**src/hw/rtl/udwm_pkg.sv**
```systemverilog
// ----------------------------------------------------------------------------
// udwm_pkg
// Types and constants shared by the UTF-8 display width meter.
// ----------------------------------------------------------------------------
package udwm_pkg;

  localparam int unsigned CP_W     = 21;
  localparam int unsigned COLS_W   = 16;
  localparam int unsigned ADDR_W   = 3;
  localparam int unsigned PDATA_W  = 32;
  localparam int unsigned N_WIDE   = 16;

  localparam logic [COLS_W-1:0] BUDGET_RESET = 16'd80;
  localparam logic [7:0]        CONT_MASK    = 8'h3F;

  // Register word index carried in paddr[2]
  localparam logic REG_WIDTH_BUDGET = 1'b0;

  typedef struct packed {
    logic [7:0] data_byte;
    logic       is_last;
  } udwm_in_t;

  typedef struct packed {
    logic [CP_W-1:0]   code_point;
    logic [1:0]        cell_width;
    logic [COLS_W-1:0] running_columns;
    logic              within_budget;
    logic              string_end;
  } udwm_out_t;

  // What the decoder hands on for one byte
  typedef struct packed {
    logic            emit;
    logic            string_end;
    logic [CP_W-1:0] code_point;
  } udwm_dec_t;

  typedef struct packed {
    logic [CP_W-1:0] lo;
    logic [CP_W-1:0] hi;
  } udwm_range_t;

  // East Asian wide and emoji blocks
  localparam udwm_range_t WIDE_BLOCKS [N_WIDE] = '{
    '{21'h01100, 21'h0115F}, '{21'h02E80, 21'h0303E}, '{21'h03041, 21'h033FF},
    '{21'h03400, 21'h04DBF}, '{21'h04E00, 21'h09FFF}, '{21'h0A000, 21'h0A4CF},
    '{21'h0AC00, 21'h0D7A3}, '{21'h0F900, 21'h0FAFF}, '{21'h0FE30, 21'h0FE4F},
    '{21'h0FF00, 21'h0FF60}, '{21'h0FFE0, 21'h0FFE6}, '{21'h1F300, 21'h1F64F},
    '{21'h1F680, 21'h1F6FF}, '{21'h1F900, 21'h1F9FF}, '{21'h1FA70, 21'h1FAFF},
    '{21'h20000, 21'h3FFFD}
  };

endpackage

```
**src/hw/rtl/utf8_display_width_meter.sv**
```systemverilog
// ----------------------------------------------------------------------------
// utf8_display_width_meter
// UTF-8 decoder with terminal column metering and a column budget flag.
// ----------------------------------------------------------------------------
// A completing byte passes through the byte register and then the result register.
// Throughput: one byte per cycle while cp_ready is not held low; a byte register
// feeds decode, width lookup and the column add, which land in the result register.
// Reset (rst, synchronous) empties both registers, drops any open sequence,
// clears the column total and budget flag, and sets width_budget to 80.
module utf8_display_width_meter
  import udwm_pkg::*;
(
  input  logic                clk,
  input  logic                rst,
  input  logic                byte_valid,
  output logic                byte_ready,
  input  udwm_in_t            byte_item,
  output logic                cp_valid,
  input  logic                cp_ready,
  output udwm_out_t           cp_item,
  input  logic                psel,
  input  logic                penable,
  input  logic                pwrite,
  input  logic [ADDR_W-1:0]   paddr,
  input  logic [PDATA_W-1:0]  pwdata,
  output logic [PDATA_W-1:0]  prdata,
  output logic                pready
);

  logic              s1_valid;
  udwm_in_t          s1_item;
  logic              step;
  udwm_dec_t         dec;
  logic [1:0]        cell_width;
  logic [COLS_W-1:0] running_columns;
  logic              within_budget;
  logic [COLS_W-1:0] width_budget;

  // ---- configuration ----
  assign pready = 1'b1;

  always_ff @(posedge clk) begin
    if (rst) begin
      width_budget <= BUDGET_RESET;
    end else if (psel && penable && pwrite && (paddr[2] == REG_WIDTH_BUDGET)) begin
      width_budget <= pwdata[COLS_W-1:0];
    end
  end

  always_comb begin
    if (paddr[2] == REG_WIDTH_BUDGET) begin
      prdata = {{(PDATA_W-COLS_W){1'b0}}, width_budget};
    end else begin
      prdata = '0;
    end
  end

  // ---- byte register ----
  assign step       = s1_valid && (!cp_valid || cp_ready);
  assign byte_ready = !s1_valid || step;

  always_ff @(posedge clk) begin
    if (rst) begin
      s1_valid <= 1'b0;
    end else if (byte_ready) begin
      s1_valid <= byte_valid;
    end
  end

  always_ff @(posedge clk) begin
    if (byte_valid && byte_ready) begin
      s1_item <= byte_item;
    end
  end

  udwm_decode u_decode (
    .clk  (clk),
    .rst  (rst),
    .step (step),
    .item (s1_item),
    .dec  (dec)
  );

  udwm_width_class u_width (
    .code_point (dec.code_point),
    .cell_width (cell_width)
  );

  udwm_meter u_meter (
    .clk             (clk),
    .rst             (rst),
    .commit          (step && dec.emit),
    .string_end      (dec.string_end),
    .cell_width      (cell_width),
    .width_budget    (width_budget),
    .running_columns (running_columns),
    .within_budget   (within_budget)
  );

  // ---- result register ----
  always_ff @(posedge clk) begin
    if (rst) begin
      cp_valid <= 1'b0;
    end else if (step) begin
      cp_valid <= dec.emit;
    end else if (cp_ready) begin
      cp_valid <= 1'b0;
    end
  end

  always_ff @(posedge clk) begin
    if (step && dec.emit) begin
      cp_item.code_point      <= dec.code_point;
      cp_item.cell_width      <= cell_width;
      cp_item.running_columns <= running_columns;
      cp_item.within_budget   <= within_budget;
      cp_item.string_end      <= dec.string_end;
    end
  end

`ifndef SYNTH
  // a waiting result is never overwritten
  a_no_overwrite: assert property (@(posedge clk) disable iff (rst)
    cp_valid && !cp_ready |-> !step)
    else $error("pending result overwritten");

  a_width_code: assert property (@(posedge clk) disable iff (rst)
    cp_valid |-> cp_item.cell_width != 2'd3)
    else $error("illegal cell width");

  // a byte waiting in the byte register with room downstream moves on
  a_drain: assert property (@(posedge clk) disable iff (rst)
    s1_valid && !cp_valid |=> !s1_valid || $past(byte_valid && byte_ready))
    else $error("byte register stalled");
`endif

endmodule

```
**src/hw/rtl/udwm_decode.sv**
```systemverilog
// ----------------------------------------------------------------------------
// udwm_decode
// UTF-8 sequence assembly: lead byte length, continuation gathering and
// codepoint build, including sequences cut short by the end of the string.
// ----------------------------------------------------------------------------
module udwm_decode
  import udwm_pkg::*;
(
  input  logic      clk,
  input  logic      rst,
  input  logic      step,
  input  udwm_in_t  item,
  output udwm_dec_t dec
);

  logic [7:0]  held_lead;
  logic [17:0] partial_value;
  logic [2:0]  bytes_expected;
  logic [2:0]  bytes_seen;

  logic [7:0]  held_lead_next;
  logic [17:0] partial_value_next;
  logic [2:0]  bytes_expected_next;
  logic [2:0]  bytes_seen_next;

  logic [7:0]  lead;
  logic [17:0] part;
  logic [2:0]  seen;
  logic [2:0]  expect_len;
  logic [2:0]  lead_len;
  logic [7:0]  cont;

  always_comb begin
    if (item.data_byte[7] == 1'b0) begin
      lead_len = 3'd1;
    end else if (item.data_byte[7:5] == 3'b110) begin
      lead_len = 3'd2;
    end else if (item.data_byte[7:4] == 4'b1110) begin
      lead_len = 3'd3;
    end else if (item.data_byte[7:3] == 5'b11110) begin
      lead_len = 3'd4;
    end else begin
      lead_len = 3'd1;
    end
  end

  assign cont = item.data_byte & CONT_MASK;

  always_comb begin
    if (bytes_expected == 3'd0) begin
      lead       = item.data_byte;
      part       = '0;
      seen       = 3'd1;
      expect_len = lead_len;
    end else begin
      lead       = held_lead;
      part       = {partial_value[11:0], cont[5:0]};
      seen       = bytes_seen + 3'd1;
      expect_len = bytes_expected;
    end
  end

  always_comb begin
    dec.emit       = (seen >= expect_len) || item.is_last;
    dec.string_end = item.is_last;
    case (seen)
      3'd2:    dec.code_point = {10'd0, lead[4:0], part[5:0]};
      3'd3:    dec.code_point = {5'd0, lead[3:0], part[11:0]};
      3'd4:    dec.code_point = {lead[2:0], part[17:0]};
      default: dec.code_point = {13'd0, lead};
    endcase
  end

  always_comb begin
    held_lead_next      = held_lead;
    partial_value_next  = partial_value;
    bytes_expected_next = bytes_expected;
    bytes_seen_next     = bytes_seen;
    if (step) begin
      if (dec.emit) begin
        held_lead_next      = '0;
        partial_value_next  = '0;
        bytes_expected_next = '0;
        bytes_seen_next     = '0;
      end else begin
        held_lead_next      = lead;
        partial_value_next  = part;
        bytes_expected_next = expect_len;
        bytes_seen_next     = seen;
      end
    end
  end

  always_ff @(posedge clk) begin
    if (rst) begin
      held_lead      <= '0;
      partial_value  <= '0;
      bytes_expected <= '0;
      bytes_seen     <= '0;
    end else begin
      held_lead      <= held_lead_next;
      partial_value  <= partial_value_next;
      bytes_expected <= bytes_expected_next;
      bytes_seen     <= bytes_seen_next;
    end
  end

`ifndef SYNTH
  // An open sequence always still lacks at least one byte
  a_open_seq: assert property (@(posedge clk) disable iff (rst)
    bytes_expected != 3'd0 |-> bytes_seen != 3'd0 && bytes_seen < bytes_expected)
    else $error("open sequence byte count out of range");

  a_idle_clear: assert property (@(posedge clk) disable iff (rst)
    bytes_expected == 3'd0 |-> bytes_seen == 3'd0 && partial_value == '0)
    else $error("sequence state not cleared");
`endif

endmodule

```
**src/hw/rtl/udwm_width_class.sv**
```systemverilog
// ----------------------------------------------------------------------------
// udwm_width_class
// Display column count of one codepoint: zero-width, normal or wide.
// ----------------------------------------------------------------------------
module udwm_width_class
  import udwm_pkg::*;
(
  input  logic [CP_W-1:0] code_point,
  output logic [1:0]      cell_width
);

  logic [N_WIDE-1:0] hit;
  logic              zero_w;

  always_comb begin
    for (int k = 0; k < N_WIDE; k++) begin
      hit[k] = (code_point >= WIDE_BLOCKS[k].lo) && (code_point <= WIDE_BLOCKS[k].hi);
    end
  end

  // controls, combining diacritics, zero-width spaces and BOM
  assign zero_w = (code_point < 21'h00020)
               || ((code_point >= 21'h0007F) && (code_point < 21'h000A0))
               || ((code_point >= 21'h00300) && (code_point <= 21'h0036F))
               || ((code_point >= 21'h0200B) && (code_point <= 21'h0200F))
               || (code_point == 21'h0FEFF);

  always_comb begin
    if (zero_w) begin
      cell_width = 2'd0;
    end else if (|hit) begin
      cell_width = 2'd2;
    end else begin
      cell_width = 2'd1;
    end
  end

endmodule

```
**src/hw/rtl/udwm_meter.sv**
```systemverilog
// ----------------------------------------------------------------------------
// udwm_meter
// Saturating column total per string and the sticky budget test.
// ----------------------------------------------------------------------------
module udwm_meter
  import udwm_pkg::*;
(
  input  logic              clk,
  input  logic              rst,
  input  logic              commit,
  input  logic              string_end,
  input  logic [1:0]        cell_width,
  input  logic [COLS_W-1:0] width_budget,
  output logic [COLS_W-1:0] running_columns,
  output logic              within_budget
);

  logic [COLS_W-1:0] column_total;
  logic              budget_broken;
  logic [COLS_W-1:0] column_total_next;
  logic              budget_broken_next;
  logic [COLS_W:0]   sum;

  assign sum             = {1'b0, column_total} + {{(COLS_W-1){1'b0}}, cell_width};
  assign within_budget   = !budget_broken && (sum <= {1'b0, width_budget});
  assign running_columns = sum[COLS_W] ? {COLS_W{1'b1}} : sum[COLS_W-1:0];

  always_comb begin
    column_total_next  = column_total;
    budget_broken_next = budget_broken;
    if (commit) begin
      if (string_end) begin
        column_total_next  = '0;
        budget_broken_next = 1'b0;
      end else begin
        column_total_next  = running_columns;
        budget_broken_next = budget_broken || !within_budget;
      end
    end
  end

  always_ff @(posedge clk) begin
    if (rst) begin
      column_total  <= '0;
      budget_broken <= 1'b0;
    end else begin
      column_total  <= column_total_next;
      budget_broken <= budget_broken_next;
    end
  end

`ifndef SYNTH
  a_reset_clear: assert property (@(posedge clk)
    !rst && $past(rst) |-> column_total == '0 && !budget_broken)
    else $error("meter state not cleared by reset");
`endif

endmodule
```
**config.mk**
```make
export PLATFORM = sky130hd
export DESIGN_NAME = utf8_display_width_meter
export DESIGN_NICKNAME = d
export VERILOG_FILES = /design/src/hw/rtl/udwm_pkg.sv /design/src/hw/rtl/utf8_display_width_meter.sv /design/src/hw/rtl/udwm_decode.sv /design/src/hw/rtl/udwm_width_class.sv /design/src/hw/rtl/udwm_meter.sv
export SDC_FILE = /design/constraint.sdc
export NUM_CORES = 1
export LEC_CHECK = 0
export ABC_AREA = 1
export BUFFER_PORTS_ARGS = -buffer_cell sky130_fd_sc_hd__buf_2
export CAP_MARGIN = 20
export CORE_UTILIZATION = 40
export CTS_CLUSTER_SIZE = 8
export DETAILED_ROUTE_END_ITERATION = 8
export GPL_ROUTABILITY_DRIVEN = 0
export HOLD_SLACK_MARGIN = 0.05
export PLACE_DENSITY = 0.74
export SETUP_SLACK_MARGIN = 0.15
export SLEW_MARGIN = 15
export SYNTH_ARGS = -nofsm -noshare
export SYNTH_HDL_FRONTEND = slang
export SYNTH_SLANG_ARGS = --single-unit
export TNS_END_PERCENT = 50
```
**constraint.sdc**
```tcl
create_clock -name clk -period 5.4 [get_ports clk]
set_clock_uncertainty 0.15 [all_clocks]
set_input_delay 1.35 -clock clk [delete_from_list [all_inputs] [get_ports clk]]
set_output_delay 1.35 -clock clk [all_outputs]
set_load 0.005 [all_outputs]
```
## Word level (Yosys, flattened, before mapping)

Cells that the tools add are included.

- Bitwise gates (word level): 1
- Equality and inequality tests: 7
- Magnitude comparators: 41
- Reduce and logical (&&, ||, !) cells: 41
- Multiplexer cells: 21
- $add $sub $neg: 2

Operators by type and width:

| cell | number |
|---|---|
| $le A21 B16 Y1 const B | 7 |
| $ge A21 B16 Y1 const B | 6 |
| $ge A21 B14 Y1 const B | 4 |
| $ge A21 B17 Y1 const B | 4 |
| $le A21 B17 Y1 const B | 4 |
| $le A21 B14 Y1 const B | 3 |
| $pmux W21 S3 | 1 |
| $mux W16 | 3 |
| $logic_and A1 B1 Y1 | 26 |
| $mux W3 | 8 |
| $eq A21 B16 Y1 const B | 1 |
| $ge A21 B10 Y1 const B | 1 |
| $ge A21 B13 Y1 const B | 1 |
| $ge A21 B15 Y1 const B | 1 |
| $ge A21 B18 Y1 const B | 1 |
| $ge A21 B7 Y1 const B | 1 |
| $le A21 B10 Y1 const B | 1 |
| $le A21 B13 Y1 const B | 1 |
| $le A21 B15 Y1 const B | 1 |
| $le A21 B18 Y1 const B | 1 |
| $lt A21 B6 Y1 const B | 1 |
| $lt A21 B8 Y1 const B | 1 |
| $mux W18 | 1 |
| $add A16 B2 Y17 | 1 |
| other kinds (17) | 33 |

- Flip-flop bits (word level): 111
- Input port bits: 51

## Logic depth before layout (Yosys ltp)

- Depth in word-level cells: 17
- Gate-level depth with buffers: 45
- Gate-level depth less buffers: 45

## Hierarchy

From an unflattened synthesis, not the netlist that was laid out.

- Cells, all modules: 1076
- Area, all modules: 7503.4 um^2

By module, submodules not included:

| module | area each (um^2) | cells an instance | times used |
|---|---|---|---|
| utf8_display_width_meter | 2648.8 | 224 | 1 |
| udwm_decode | 1735.4 | 272 | 1 |
| udwm_meter | 1670.4 | 260 | 1 |
| udwm_width_class | 1448.9 | 320 | 1 |

## Worst setup path before layout

Ideal clock, no wire load.

- Kind: flip-flop to flip-flop
- Start: reg u_decode.bytes_seen[0]
- End: reg cp_item[1] in the netlist's numbering (data pin)
- Arrival: 4.977 ns
- Required time: 4.998 ns
- Cell stages (with the launch flop): 40
- Slack: 0.021 ns
- Clock period less this slack: 5.379 ns
- Buffers on the path: 0
- Library setup time: 0.252 ns
- Path through: dfxtp_1 > ha_1 > nor2_2 > nand3_4 > inv_2 > nand2_1 > nand2_4 > inv_2 > nor2_4 > nand2_2 > nor2_4 > nand2_2 > o21ai_1 > nand2_1 > nand2_1 > nand3_1 > nor2_1 > nand3_2 > (+4 left out) > nor2_1 > inv_1 > nor4_1 > inv_1 > nor2_1 > nand3_1 > o21ai_0 > inv_1 > ha_1 > nand2_1 > nor2_1 > o21ai_0 > nand2_1 > nand2_1 > a21boi_0 > o21ai_0 > nand3b_1 > inv_1

RTL lines:

| element | line | RTL |
|---|---|---|
| start: declaration | udwm_decode.sv:19 | `logic [2:0] bytes_seen;` |
| start signal: assignment | udwm_decode.sv:104 | `bytes_seen <= bytes_seen_next;` |
| end: declaration | utf8_display_width_meter.sv:20 | `output udwm_out_t cp_item,` |

==> impl_metrics.py <==
metrics = {
    "status": {
        "status": "finished with violations",
        "violations": "setup timing",
    },
    "critical_path": {
        "path_common_cell": "nand2_1",
        "cp-end-kind": "flip-flop",
        "r2r_start": "u_decode.bytes_seen[0]$_SDFFE_PP0P_",
        "critPathLaunch": "u_decode.bytes_seen[0]$_SDFFE_PP0P_",
        "cp.arrival_ps": 5790,
        "start_kind": "flip-flop",
        "cpPeakStageDelay_ps": 350,
        "critPathKind": "reg2reg",
        "worst_ep_required_time_ps": 5540,
        "crit_path_top_delay_cell": "nor4_2",
        "critPathMaxFanout": 7,
    },
    "drt": {
        "final_antenna_net_count": 0,
        "drt_first_iter_violations": 721,
        "drt_wl_total_um": 21070,
        "vias_per_cell": 5.135,
        "wl_per_cell_um": 14.59,
        "drc": 0,
        "dr.pass1.iters": 6,
        "num_vias": 7415,
    },
    "synth": {
        "synthesis.area_um2": 7107,
        "synth_top_cell_by_area": "edfxtp_1",
        "syn_avg_cell_area_um2": 7.380,
        "synth.top_cell.area_share_pct": 21.13,
        "synthTopCellsByArea": "edfxtp_1 (21%), dfxtp_1 (17%), nand2_1 (11%)",
        "ys_async_sr_fraction_pct": 0,
        "syn-instance-count": 963,
        "seq_area_frac_synth_pct": 38.31,
        "synth.distinct_cells": 45,
        "yosys_warnings": 0,
        "synth-edff-count": 50,
        "synth_ff_type": "dfxtp_1",
        "ys_ff_latch": 111,
    },
    "power_and_ir_drop": {
        "peakVddDrop_mv": 0.1898,
        "fin_total_pwr_mw": 2.063,
        "pwr-share-comb_pct": 21.6,
        "power_leakage_nw": 4.886,
        "p_per_area_nw_per_um2": 211.8,
        "internal-power_mw": 1.432,
        "p_sw_mw": 0.6313,
        "clkPwrFrac_pct": 33.0,
        "switching_share_pct": 30.60,
        "power_frac_seq_pct": 45.4,
    },
    "cts": {
        "clk_latency_ps": 370,
        "cts_buffers": 9,
        "root_buffer": "clkbuf_16",
        "cts_tree": "built",
        "ctsLongestPathBuffers": 2,
        "cts_sinks": 111,
        "h-tree-depth": 3,
        "clkTransAtPathRegs_ps": 80,
        "hold_buffers": 0,
    },
    "global_route": {
        "grt_max_degree": 42,
        "grt_antenna_before_repair": 0,
        "grt_usage_pct": 22.60,
        "grt_overflow": 0,
        "grt_pass1_wl_um": 32510,
        "grt_pass1_vias": 6748,
    },
    "floorplanning": {
        "std_cell_rows": 48,
        "initial_core_util_pct": 41.09,
        "ios": 127,
        "die_y_um": 135.3,
        "die_w_um": 135.3,
        "core_um2": 17300,
        "die_area_um2": 18300,
    },
    "layout": {
        "final_nets": 1287,
        "final_core_util_pct": 56.31,
        "syn_to_final_growth_pct": 37.04,
        "diodes": 0,
        "drive_above_1_share_pct": 35.77,
    },
    "placed_design": {
        "portBuffers": 91,
        "place_ws_ps": -504.8,
        "dp_hpwl_um": 15010,
    },
    "timing": {
        "fin_tns_setup_ps": -481.2,
        "min_period_ps": 5642,
        "period_share_pct": 104.5,
        "fmax_mhz": 177.3,
        "hold_violations": 0,
        "slew_violations": 0,
        "layout_setup_ws_ps": -241.7,
        "relSlewSlack_pct": 55.29,
        "setup_violations": 2,
        "worst_pin_slew_ps": 669.1,
        "rsz0062_at_grt": "true",
        "hold-worst-slack_ps": 307.7,
    },
    "flow_run": {
        "drv_cap": 0,
    },
    "hold_path": {
        "min_from": "s1_item[0]$_DFFE_PP_",
        "hold_path_class": "reg2reg",
    },
}
[area by class of cell]
cell class	count	area [µm²]
Timing Repair Buffer	260	1785
Sequential cell	111	2725
Timing Repair inverter	1	6.256
Multi-Input combinational cell	690	4093
Inverter	141	550.5
Tap cell	225	281.5
Clock buffer	9	225.2
Fill cell	1520	7557
Clock inverter	7	72.57
[cells by family (layout without fill, tap and decap cells)]
family	count (synthesis)	in the layout	share of synthesized area, %
AND/OR/NAND/NOR	516	518	35.09
buffers and inverters	179	418	11.09
AO/OA/AOI/OAI	121	121	9.947
flip-flops	111	111	38.31
adder cells (fa/ha/maj)	22	22	3.979
XOR/XNOR	12	12	1.479
other	2	17	0.1057
[worst max-delay path, delay by kind of cell, from the launching register on]
kind,cells,cell delay [ps]
xor+xnor,1,170
fa+ha+maj,3,770
flops,1,340
compound gates,6,690
buf+inv,8,920
simple gates,22,2510
[cell usage after synthesis, types with 6 or more instances]
library cell	number
o21ai_1	6
ha_1	21
inv_1	126
nand3_1	56
nand2_1	201
buf_4	17
nand2_4	13
a211oi_1	20
a21oi_1	35
nand4_1	21
o21ai_0	36
nor2_1	135
edfxtp_1	50
nand2_2	25
nor3_1	24
xor2_1	12
clkbuf_1	14
nor2_4	11
dfxtp_1	61
o22ai_1	11
nor2_2	12
inv_2	11
[registers in the layout, summed over array words and instances, names as in the netlist]
signal and flops:
cp_item 41, cp_valid 1, s1_item 9, s1_valid 1, u_decode.bytes_expected 3, u_decode.bytes_seen 3, u_decode.held_lead 8, u_decode.partial_value 12
u_meter.budget_broken 1, u_meter.column_total 16, width_budget 16
[metrics by stage]
step	cells	instance area, µm²
CTS	1424	9344
detailed placement	1399	8753
global route	1444	9739
global placement	1399	8753
finish	1444	9739
floorplan	978	7172
[placed cells by master, fill, tap and decap left out, types with 3 or more instances in the layout]
cell,Yosys,routed
ha_1,21,15
inv_2,11,19
clkbuf_16,0,9
nand3_4,1,5
nor3_1,24,20
o211ai_1,4,4
o21ai_1,6,9
a211oi_1,20,19
ha_4,0,6
o21ai_0,36,31
xor2_1,12,11
nand2_4,13,20
buf_2,1,91
buf_12,1,4
o21ai_2,1,3
nand3_1,56,50
nor2_2,12,16
edfxtp_1,50,50
dfxtp_1,61,59
buf_6,4,3
nor2_1,135,118
a21oi_1,35,33
inv_8,0,5
nand2_1,201,186
nand2_2,25,33
nand3b_1,4,4
nand3_2,4,7
o22ai_1,11,11
inv_1,126,116
conb_1,2,17
nor2_8,3,3
buf_4,17,162
a21oi_2,2,3
nand4_1,21,21
nor2_4,11,24
[what timing repair did]
| item | CTS | global route |
|---|---|---|
| gates cloned | 0 | 3 |
| endpoints found under the hold margin | 0 | 0 |
| pin swaps | 10 | 32 |
| buffers inserted | 9 | 17 |
| gates resized for setup | 52 | 62 |
| endpoints found under the setup margin | 4 | 9 |
[path summary, 6_finish.rpt]
kind | endpoint | slack [ps] | depth (start not counted)
max | u_meter.budget_broken$_SDFFE_PP0P_ | -240 | 40
min | cp_item[0]$_DFFE_PP_ | 310 | 0
max reg2reg | u_meter.budget_broken$_SDFFE_PP0P_ | -240 | 40
min reg2reg | cp_item[0]$_DFFE_PP_ | 310 | 0
[power by group through the flow]
stage	Clock, mW	Sequential [mW]	Combinational (mW)
2_1_floorplan	0	0.954	0.226
3_3_place_gp	0	0.953	0.382
3_5_place_dp	0	0.954	0.388
4_1_cts	0.689	0.935	0.407
5_1_grt	0.718	0.940	0.487
6_report	0.681	0.936	0.446
[per-layer routing]
| metal | global-route usage [%] | part of all wire (%) | routed length (µm) | vias up |
|---|---|---|---|---|
| met4 | 10.24 | 3.1 | 646 | 0 |
| met3 | 3.367 | 7.1 | 1498 | 59 |
| met1 | 30.07 | 43 | 9082 | 3434 |
| li1 | - | - | - | 3617 |
| met5 | 0 | 0 | 0 | - |
| met2 | 36.15 | 47 | 9838 | 305 |
(Power assumes the default switching activity.)
